$ cat config.mk
export PLATFORM = sky130hd
export DESIGN_NAME = button_short_long_press_debouncer_flat
export DESIGN_NICKNAME = d
export VERILOG_FILES = /design/src/rtl/core/bdb_pkg.sv /design/src/rtl/core/bdb_stream_if.sv /design/src/rtl/core/button_short_long_press_debouncer.sv /design/src/rtl/core/bdb_cfg_regs.sv /design/src/rtl/core/bdb_step.sv /design/src/rtl/core/bdb_out_reg.sv /design/src/flat_wrapper.sv
export SDC_FILE = /design/constraint.sdc
export NUM_CORES = 1
export LEC_CHECK = 0
export CORE_UTILIZATION = 60
export DETAILED_ROUTE_END_ITERATION = 8
export DONT_BUFFER_PORTS = 1
export HOLD_SLACK_MARGIN = 0.02
export PLACE_DENSITY = 0.83
export SYNTH_ARGS = -nofsm -noshare
export SYNTH_HDL_FRONTEND = slang
export SYNTH_HIERARCHICAL = 1
export SYNTH_SLANG_ARGS = --single-unit
$ cat constraint.sdc
create_clock -name clk_i -period 3.3 [get_ports clk_i]
set_clock_uncertainty 0.05 [all_clocks]
set_input_delay 0.66 -clock clk_i [delete_from_list [all_inputs] [get_ports clk_i]]
set_output_delay 0.66 -clock clk_i [all_outputs]
set_load 0.005 [all_outputs]
$ cat src/rtl/core/bdb_pkg.sv
// package for the button debouncer: payload structs, register indexes, reset values
// no dependencies; every module of the block imports it
`timescale 1ns / 1ps

package bdb_pkg;

  localparam int unsigned CountW = 8;
  localparam int unsigned CfgIdxW = 2;

  typedef enum logic [CfgIdxW-1:0] {
    REG_SHORT_COUNT   = 2'd0,
    REG_LONG_COUNT    = 2'd1,
    REG_RELEASE_COUNT = 2'd2
  } bdb_reg_e;

  localparam logic [CountW-1:0] ShortCountRst   = 8'd4;
  localparam logic [CountW-1:0] LongCountRst    = 8'd70;
  localparam logic [CountW-1:0] ReleaseCountRst = 8'd4;
  localparam logic [CountW-1:0] RunMax          = 8'd255;

  typedef struct packed {
    logic pin_level;
    logic take_short;
    logic take_long;
  } bdb_in_t;

  typedef struct packed {
    logic short_press;
    logic long_press;
    logic stable_level;
  } bdb_out_t;

  typedef struct packed {
    logic [CfgIdxW-1:0] index;
    logic [CountW-1:0]  data;
  } bdb_cfg_wr_t;

  typedef struct packed {
    logic [CountW-1:0] short_count;
    logic [CountW-1:0] long_count;
    logic [CountW-1:0] release_count;
  } bdb_cfg_t;

endpackage

$ cat src/rtl/core/bdb_stream_if.sv
// valid/ready channel carrying one payload struct per item
// payload type comes from bdb_pkg at the point of instantiation
`timescale 1ns / 1ps

interface bdb_stream_if #(
  parameter type payload_t = logic
) ();
  logic     valid;
  logic     ready;
  payload_t payload;

  modport source (output valid, output payload, input ready);
  modport sink   (input valid, input payload, output ready);
endinterface

$ cat src/rtl/core/button_short_long_press_debouncer.sv
// top level of the push-button debouncer with short and long press events
// depends on bdb_pkg, bdb_stream_if, bdb_cfg_regs, bdb_step, bdb_out_reg
//
//   channel  dir  payload                                  handshake
//   cfg_i    in   index[1:0], data[7:0]                    valid/ready, ready always high
//   in_i     in   pin_level, take_short, take_long         valid/ready
//   out_o    out  short_press, long_press, stable_level    valid/ready
//
// one item per cycle while out_o keeps up; its result is registered and shows in the cycle after acceptance
// in_i.ready is high while the result register is empty or being drained
// a stall on out_o holds one result and stops intake until it is taken
// reset puts counts to 4 / 70 / 4, both levels to released, flags and trigger clear
`timescale 1ns / 1ps

module button_short_long_press_debouncer import bdb_pkg::*; (
  input logic          clk_i,
  input logic          rst_ni,
  bdb_stream_if.sink   cfg_i,
  bdb_stream_if.sink   in_i,
  bdb_stream_if.source out_o
);

  bdb_cfg_t cfg;
  bdb_out_t res;
  logic     space, acc;

  assign in_i.ready = space;
  assign acc        = in_i.valid && space;

  bdb_cfg_regs u_cfg (
    .clk_i,
    .rst_ni,
    .wr_valid_i (cfg_i.valid),
    .wr_ready_o (cfg_i.ready),
    .wr_i       (cfg_i.payload),
    .cfg_o      (cfg)
  );

  bdb_step u_step (
    .clk_i,
    .rst_ni,
    .cfg_i  (cfg),
    .acc_i  (acc),
    .item_i (in_i.payload),
    .res_o  (res)
  );

  bdb_out_reg u_out (
    .clk_i,
    .rst_ni,
    .load_i  (acc),
    .res_i   (res),
    .space_o (space),
    .valid_o (out_o.valid),
    .ready_i (out_o.ready),
    .res_o   (out_o.payload)
  );

endmodule

$ cat src/rtl/core/bdb_cfg_regs.sv
// configuration registers: short_count, long_count, release_count
// depends on bdb_pkg
`timescale 1ns / 1ps

module bdb_cfg_regs import bdb_pkg::*; (
  input  logic        clk_i,
  input  logic        rst_ni,
  input  logic        wr_valid_i,
  output logic        wr_ready_o,
  input  bdb_cfg_wr_t wr_i,
  output bdb_cfg_t    cfg_o
);

  bdb_cfg_t cfg_q, cfg_d;

  assign wr_ready_o = 1'b1;

  always_comb begin
    cfg_d = cfg_q;
    if (wr_valid_i) begin
      unique case (wr_i.index)
        REG_SHORT_COUNT:   cfg_d.short_count   = wr_i.data;
        REG_LONG_COUNT:    cfg_d.long_count    = wr_i.data;
        REG_RELEASE_COUNT: cfg_d.release_count = wr_i.data;
        default:           cfg_d = cfg_q;  // unused index, write dropped
      endcase
    end
  end

  always_ff @(posedge clk_i or negedge rst_ni) begin
    if (!rst_ni) begin
      cfg_q.short_count   <= ShortCountRst;
      cfg_q.long_count    <= LongCountRst;
      cfg_q.release_count <= ReleaseCountRst;
    end else begin
      cfg_q <= cfg_d;
    end
  end

  assign cfg_o = cfg_q;

endmodule

$ cat src/rtl/core/bdb_step.sv
// debounce state and per-tick update: short path, long path, event flags
// depends on bdb_pkg
`timescale 1ns / 1ps

module bdb_step import bdb_pkg::*; (
  input  logic     clk_i,
  input  logic     rst_ni,
  input  bdb_cfg_t cfg_i,
  input  logic     acc_i,
  input  bdb_in_t  item_i,
  output bdb_out_t res_o
);

  logic [CountW-1:0] short_run_q, short_run_d;
  logic [CountW-1:0] long_run_q, long_run_d;
  logic              short_level_q, short_level_d;
  logic              long_level_q, long_level_d;
  logic              press_armed_q, press_armed_d;
  logic              short_flag_q, short_flag_d;
  logic              long_flag_q, long_flag_d;

  logic [CountW-1:0] short_inc, long_inc, long_thr;
  logic              short_fire, long_fire, sf, lf, pin;

  always_comb begin
    pin       = item_i.pin_level;
    short_inc = (short_run_q == RunMax) ? short_run_q : short_run_q + 8'd1;
    long_inc  = (long_run_q == RunMax) ? long_run_q : long_run_q + 8'd1;
    long_thr  = pin ? cfg_i.release_count : cfg_i.long_count;

    short_fire = (pin != short_level_q) && (short_inc >= cfg_i.short_count);
    long_fire  = (pin != long_level_q) && (long_inc >= long_thr);

    short_run_d   = (pin == short_level_q || short_fire) ? '0 : short_inc;
    long_run_d    = (pin == long_level_q || long_fire) ? '0 : long_inc;
    short_level_d = short_fire ? pin : short_level_q;
    long_level_d  = long_fire ? pin : long_level_q;

    // short path arms first, long-press entry then disarms in the same tick
    press_armed_d = press_armed_q;
    if (short_fire && !pin) press_armed_d = 1'b1;
    if (long_fire && !pin)  press_armed_d = 1'b0;

    sf = short_flag_q | (short_fire & pin & press_armed_q);
    lf = long_flag_q | (long_fire & ~pin);

    res_o.short_press  = sf;
    res_o.long_press   = lf;
    res_o.stable_level = short_level_d;

    short_flag_d = sf & ~item_i.take_short;
    long_flag_d  = lf & ~item_i.take_long;
  end

  always_ff @(posedge clk_i or negedge rst_ni) begin
    if (!rst_ni) begin
      short_run_q   <= '0;
      long_run_q    <= '0;
      short_level_q <= 1'b1;
      long_level_q  <= 1'b1;
      press_armed_q <= 1'b0;
      short_flag_q  <= 1'b0;
      long_flag_q   <= 1'b0;
    end else if (acc_i) begin
      short_run_q   <= short_run_d;
      long_run_q    <= long_run_d;
      short_level_q <= short_level_d;
      long_level_q  <= long_level_d;
      press_armed_q <= press_armed_d;
      short_flag_q  <= short_flag_d;
      long_flag_q   <= long_flag_d;
    end
  end

  a_take_short_clears: assert property (@(posedge clk_i) disable iff (!rst_ni)
    acc_i && item_i.take_short |=> !short_flag_q)
    else $error("short flag survived a take");

  a_take_long_clears: assert property (@(posedge clk_i) disable iff (!rst_ni)
    acc_i && item_i.take_long |=> !long_flag_q)
    else $error("long flag survived a take");

  a_idle_holds: assert property (@(posedge clk_i) disable iff (!rst_ni)
    !acc_i |=> $stable(short_level_q) && $stable(long_level_q) && $stable(short_run_q)
               && $stable(long_run_q) && $stable(press_armed_q))
    else $error("debounce state moved without an item");

  a_long_entry_disarms: assert property (@(posedge clk_i) disable iff (!rst_ni)
    $fell(long_level_q) |-> !press_armed_q && long_flag_q == !$past(item_i.take_long))
    else $error("long press entry did not disarm or flag");

endmodule

$ cat src/rtl/core/bdb_out_reg.sv
// result register between the update logic and the output channel
// depends on bdb_pkg
`timescale 1ns / 1ps

module bdb_out_reg import bdb_pkg::*; (
  input  logic     clk_i,
  input  logic     rst_ni,
  input  logic     load_i,
  input  bdb_out_t res_i,
  output logic     space_o,
  output logic     valid_o,
  input  logic     ready_i,
  output bdb_out_t res_o
);

  logic     valid_q, valid_d;
  bdb_out_t res_q;

  // a held result leaving this cycle frees the slot for the next item
  assign space_o = !valid_q || ready_i;
  assign valid_d = load_i || (valid_q && !ready_i);

  always_ff @(posedge clk_i or negedge rst_ni) begin
    if (!rst_ni) begin
      valid_q <= 1'b0;
    end else begin
      valid_q <= valid_d;
    end
  end

  always_ff @(posedge clk_i) begin
    if (load_i) begin
      res_q <= res_i;
    end
  end

  assign valid_o = valid_q;
  assign res_o   = res_q;

  a_no_overwrite: assert property (@(posedge clk_i) disable iff (!rst_ni)
    valid_q && !ready_i |-> !load_i)
    else $error("result overwritten before it was taken");

endmodule
$ cat src/flat_wrapper.sv
// flat-port wrapper written by rule: the top's interface ports become plain ports
module button_short_long_press_debouncer_flat import bdb_pkg::*;
  (clk_i, rst_ni, cfg_i_valid, cfg_i_payload, cfg_i_ready, in_i_valid, in_i_payload, in_i_ready, out_o_valid, out_o_payload, out_o_ready);
  bdb_stream_if cfg_i_i ();
  bdb_stream_if in_i_i ();
  bdb_stream_if out_o_i ();
  input logic clk_i;
  input logic rst_ni;
  input wire logic [$bits(cfg_i_i.valid)-1:0] cfg_i_valid;
  input wire logic [$bits(cfg_i_i.payload)-1:0] cfg_i_payload;
  output wire logic [$bits(cfg_i_i.ready)-1:0] cfg_i_ready;
  input wire logic [$bits(in_i_i.valid)-1:0] in_i_valid;
  input wire logic [$bits(in_i_i.payload)-1:0] in_i_payload;
  output wire logic [$bits(in_i_i.ready)-1:0] in_i_ready;
  output wire logic [$bits(out_o_i.valid)-1:0] out_o_valid;
  output wire logic [$bits(out_o_i.payload)-1:0] out_o_payload;
  input wire logic [$bits(out_o_i.ready)-1:0] out_o_ready;
  assign cfg_i_i.valid = cfg_i_valid;
  assign cfg_i_i.payload = cfg_i_payload;
  assign cfg_i_ready = cfg_i_i.ready;
  assign in_i_i.valid = in_i_valid;
  assign in_i_i.payload = in_i_payload;
  assign in_i_ready = in_i_i.ready;
  assign out_o_valid = out_o_i.valid;
  assign out_o_payload = out_o_i.payload;
  assign out_o_i.ready = out_o_ready;
  button_short_long_press_debouncer u_core (.clk_i(clk_i), .rst_ni(rst_ni), .cfg_i(cfg_i_i), .in_i(in_i_i), .out_o(out_o_i));
endmodule
## After elaboration in Yosys (flattened, before gate mapping)

Index checks and enable logic that the tools add are counted.

| operators by class | value |
|---|---|
| add/subtract/negate cells | 1 |
| muxes and demuxes | 3 |
| eq/ne operators | 1 |
| reductions and logical operators | 8 |
| bitwise logic cells | 1 |
| $lt $le $gt $ge | 1 |

Operators with widths:

| cell | number |
|---|---|
| $mux 8 | 2 |
| $add 8x1->8 const B | 1 |
| $eq 8x8->1 const B | 1 |
| $ge 8x3->1 | 1 |
| $logic_and 1x1->1 | 3 |
| $logic_or 1x1->1 | 3 |
| $logic_not 1->1 | 2 |
| $mux 1 | 1 |
| $not 1->1 | 1 |

| storage, ports and cells | value |
|---|---|
| output and inout port bits | 4 |
| word-level logic and storage cells | 20 |
| bits in registers | 13 |
| input bits | 7 |

## Logic depth before layout (Yosys ltp)

| logic depth | value |
|---|---|
| depth after elaboration | 6 |
| depth in mapped cells | 13 |
| mapped depth without buffers | 11 |

## Hierarchy

Netlist, hierarchy kept.

By module, submodules not included:

| module | area an instance (µm²) | sequential area each (µm²) | times used | cells an instance |
|---|---|---|---|---|
| bdb_step | 1788.0 | 528.0 | 1 | 197 |
| bdb_cfg_regs | 929.6 | 606.8 | 1 | 53 |
| bdb_out_reg | 137.6 | 115.1 | 1 | 6 |
| button_short_long_press_debouncer | 10.0 | 0.0 | 1 | 2 |

## Worst setup path before layout

OpenSTA, ideal clock, no wires.

| timing | value |
|---|---|
| path type | register to register |
| start point | register u_core.u_step.short_run_q[0] |
| end point | register u_core.u_out.res_q, in the netlist u_core/u_out/res_o[0], data pin |
| data arrival time | 2647 ps |
| path buffers | 2 |
| data required time | 2999 ps |
| slack | 352 ps |
| clock period less this slack | 2948 ps |
| setup time | 251 ps |
| stages on the path, launching flop included | 13 |
| cells stage by stage | dfrtp_1 ha_1 and3_1 clkbuf_1 nand3_1 nand3_1 o21a_1 ha_1 and4_1 o21ai_0 o21ai_2 mux2_2 buf_4 |

| between the ends | value |
|---|---|
| cells in the longest elaborated chain, start to end | 5 |
| elaborated cells between the ends (all ways) | 6 |
| classes of those cells | add/sub: 1; order compare: 1; eq/ne: 1; mux: 2; reduce/logical: 1 |

RTL lines:

| what | RTL line | source |
|---|---|---|
| start, declared | bdb_step.sv:14 | `logic [CountW-1:0] short_run_q, short_run_d;` |
| start signal, assigned | bdb_step.sv:65 | `short_run_q <= short_run_d;` |
| $add 8x1->8 / $eq 8x8->1 (equally long branches) | bdb_step.sv:27 | `short_inc = (short_run_q == RunMax) ? short_run_q : short_run_q + 8'd1;` |
| $mux 8 (*) | bdb_step.sv:27 |  |
| $ge 8x3->1 (*) | bdb_step.sv:31 | `short_fire = (pin != short_level_q) && (short_inc >= cfg_i.short_count);` |
| $logic_and 1x1->1 (*) | bdb_step.sv:31 |  |
| $mux 1 (*) | bdb_step.sv:36 | `short_level_d = short_fire ? pin : short_level_q;` |
| via u_core.u_step.short_level_d | bdb_step.sv:16 | `logic short_level_q, short_level_d;` |
| end signal, assigned | bdb_out_reg.sv:33 | `res_q <= res_i;` |
| end, declared | bdb_out_reg.sv:17 | `bdb_out_t res_q;` |

Mark *: on every way through the listed nets, which the timed path passes. The rest lies on a longest branch.
A chain may end at the register's enable or synchronous reset.

## Worst setup path in the final report

| timing | value |
|---|---|
| start point | register u_core.u_step.short_run_q[0] |
| end point | register u_core.u_step.short_run_q[0] |

| between the ends | value |
|---|---|
| cells in the longest elaborated chain, start to end | 6 |
| elaborated cells between the ends (all ways) | 7 |
| classes of those cells | add/sub: 1; order compare: 1; eq/ne: 1; mux: 2; reduce/logical: 2 |

RTL lines:

| what | RTL line | source |
|---|---|---|
| $add 8x1->8 / $eq 8x8->1 (equally long branches) | bdb_step.sv:27 |  |
| $mux 8 (*) | bdb_step.sv:27 |  |
| $ge 8x3->1 | bdb_step.sv:31 |  |
| $logic_and 1x1->1 | bdb_step.sv:31 |  |
| $logic_or 1x1->1 | bdb_step.sv:34 | `short_run_d = (pin == short_level_q \|\| short_fire) ? '0 : short_inc;` |
| $mux 8 (*) | bdb_step.sv:34 |  |

Mark *: on every way between the ends. The rest lies on a longest branch, timed or not.

==> out/metrics.yaml <==
setup_path:
  worstPathMaxFanout: 13
  cp_data_required_time_ns: 3.45
  arrival_ns: 3.31
  start_kind: "flip-flop"
  path_class: "reg -> reg"
  end_kind: "flip-flop"
timing:
  tns_ns: 0
  worstMarginPinSlew_ns: 0.750
  fin_crit_sh_pct: 95.8
  grt_setup_unrepaired: "false"
  max_freq_mhz: 316
  slew_viol_final: 0
  period_minus_slack_ns: 3.16
  maxSlewHeadroom_pct: 49.8
  hold_viol: 0
  setup_violations: 0
route:
  dr_wl_met3_microns: 64
  drc_errors: 0
  first_pass_iters: 4
  vias_per_cell: 5.87
  routed-wl-met2_microns: 1150
  top_layer: "met4"
  vias: 886
  drtIter0Drc: 35
  routed_wl_microns: 2180
  ant_nets: 0
  met1_length_microns: 944
  routedWlPerCell_microns: 14.4
cells_and_area:
  fin_area_sq_mm: 0.00129
  seqCellArea_sq_um: 483
  nNetsFinal: 143
  utilization_pct: 70.9
  fillerInstances: 137
  n_antenna_cell: 0
  drive_above_1_share_pct: 17.5
  area_growth_pct: 5.53
  multi_input_area_sq_um: 709
placement:
  hpwl_microns: 1650
  portBuffers: 0
  gp_congestion: 0.896
  place_area_sq_mm: 0.00125
power:
  power_density_mw_per_mm2: 540
  leakagePower_nw: 0.611
  swShare_pct: 32.6
  p_seq_share_pct: 46.0
  p_int_w: 0.000469
  combPwrFrac_pct: 36.9
  p_switching_w: 0.000227
  ir_worst_vdd_mv: 0.338
  clkPwrFrac_pct: 17.0
clock_network:
  postCtsSetupBuffers: 0
  cts_tree: "done"
  cts_buffers: 3
  cts.sinks: 19
  cts_root_buf: "clkbuf_4"
  clkLatencyLatePin_ns: 0.29
  clk_path_buf_depth: 2
  cts-htree-levels: 1
  clk_pin_slew_ns: 0.11
floorplan:
  die-area_sq_mm: 0.00222
  dieWidth_microns: 47.1
  start_util_pct: 67.1
  die_height_microns: 47.1
  rows: 15
  io-pin-count: 11
  core_sq_mm: 0.00182
yosys:
  yosys_warnings: 6
  synth_area_sq_mm: 0.00122
  netlist_instances: 117
  syn_avg_cell_area_sq_um: 10.4
global_routing:
  grt_max_degree: 17
  grtUsageTotal_pct: 22.2
  grt.overflow.total: 0
  first_global_vias: 809
  grt_pass1_wl_microns: 3330
  antenna_found_initial: 0
outcome:
  run_status: "complete, no violations"
job:
  max_cap_violations: 0
hold_path:
  hp-class: "in -> async"
## timing repair
action                    CTS  global route
hold buffers                1             0
resized for setup           0             0
hold endpoints to repair   16             0
## layout make-up
type | instances | area share [%]
repair buffers | 1 | 0.776
clock buffers | 4 | 2.04
inverters | 8 | 2.33
multi-input cells | 94 | 55.0
flip-flops and latches | 19 | 37.4
well taps | 25 | 2.42
## stage by stage
stage	power, W	setup WS, ns	hold WS, ns	std cells
detailed placement	0.000578	0.195	0.315	146
floorplan	0.000547	0.421	0.314	128
global placement	0.000554	0.301	0.315	146
global route	0.000740	0.000434	0.107	151
CTS	0.000704	0.175	0.127	151
finish	0.000696	0.139	0.137	151
## path summary, 6_finish.rpt
kind / startpoint / to / slack, ns / cells after the start
setup / recovery: u_core/u_step/short_run_q[0]$_DFFE_PN0P_ / u_core/u_step/short_run_q[0]$_DFFE_PN0P_ / 0.14 / 11
hold / removal: rst_ni / u_core/u_cfg/cfg_o[18]$_DFFE_PN1P_ / 0.14 / 0
setup reg to reg: u_core/u_step/short_run_q[0]$_DFFE_PN0P_ / u_core/u_step/short_run_q[0]$_DFFE_PN0P_ / 0.14 / 11
hold reg to reg: u_core/u_cfg/cfg_o[22]$_DFFE_PN0P_ / u_core/u_cfg/cfg_o[22]$_DFFE_PN0P_ / 0.47 / 1
max in group asynchronous: rst_ni / u_core/u_cfg/cfg_o[23]$_DFFE_PN0P_ / 1.91 / 1
min in group clk_i: cfg_i_payload / u_core/u_cfg/cfg_o[16]$_DFFE_PN0P_ / 0.46 / 1
## registers in the layout, summed over array words and instances, names as in the netlist
signal,flops
u_core/u_cfg/cfg_o,8
u_core/u_out/valid_o,1
u_core/u_step/short_level_q,1
u_core/u_step/short_run_q,8
u_core/u_out/res_o,1
## cell usage in the layout, fill, tap and decap left out, drive strengths merged, types with 3 or more instances in the layout
| cell | n |
|---|---|
| dfrtp | 16 |
| conb | 13 |
| mux2 | 10 |
| a21oi | 10 |
| nand2 | 9 |
| ha | 9 |
| inv | 8 |
| nand3 | 6 |
| o21a | 6 |
| and3 | 5 |
| clkbuf | 4 |
| nor2b | 3 |
| a22o | 3 |
| nand2b | 3 |
## power by group through the flow
| stage | Combinational, W | Clock [W] | Sequential, W |
|---|---|---|---|
| 2_1_floorplan | 0.000232 | 0 | 0.000315 |
| 3_3_place_gp | 0.000234 | 0 | 0.000320 |
| 3_5_place_dp | 0.000253 | 0 | 0.000326 |
| 4_1_cts | 0.000259 | 0.000124 | 0.000320 |
| 5_1_grt | 0.000276 | 0.000135 | 0.000328 |
| 6_report | 0.000257 | 0.000119 | 0.000320 |
## critical path, cell delays in order, from the launching register on
cell	delay, ns
dfrtp_1	0.46
ha_1	0.27
and3_1	0.28
nand3_1	0.29
nand3_1	0.16
o21a_1	0.15
ha_1	0.30
and4_1	0.19
o21ai_0	0.15
o211a_4	0.33
a21o_1	0.22
a22o_1	0.22
## layer usage
| layer | track usage (%) | vias up |
|---|---|---|
| met2 | 40.0 | 18 |
| li1 | - | 421 |
| met3 | 3.85 | 2 |
| met5 | 0 | - |
| met4 | 8.00 | 0 |
| met1 | 26.3 | 445 |
(Power assumes the default switching activity.)
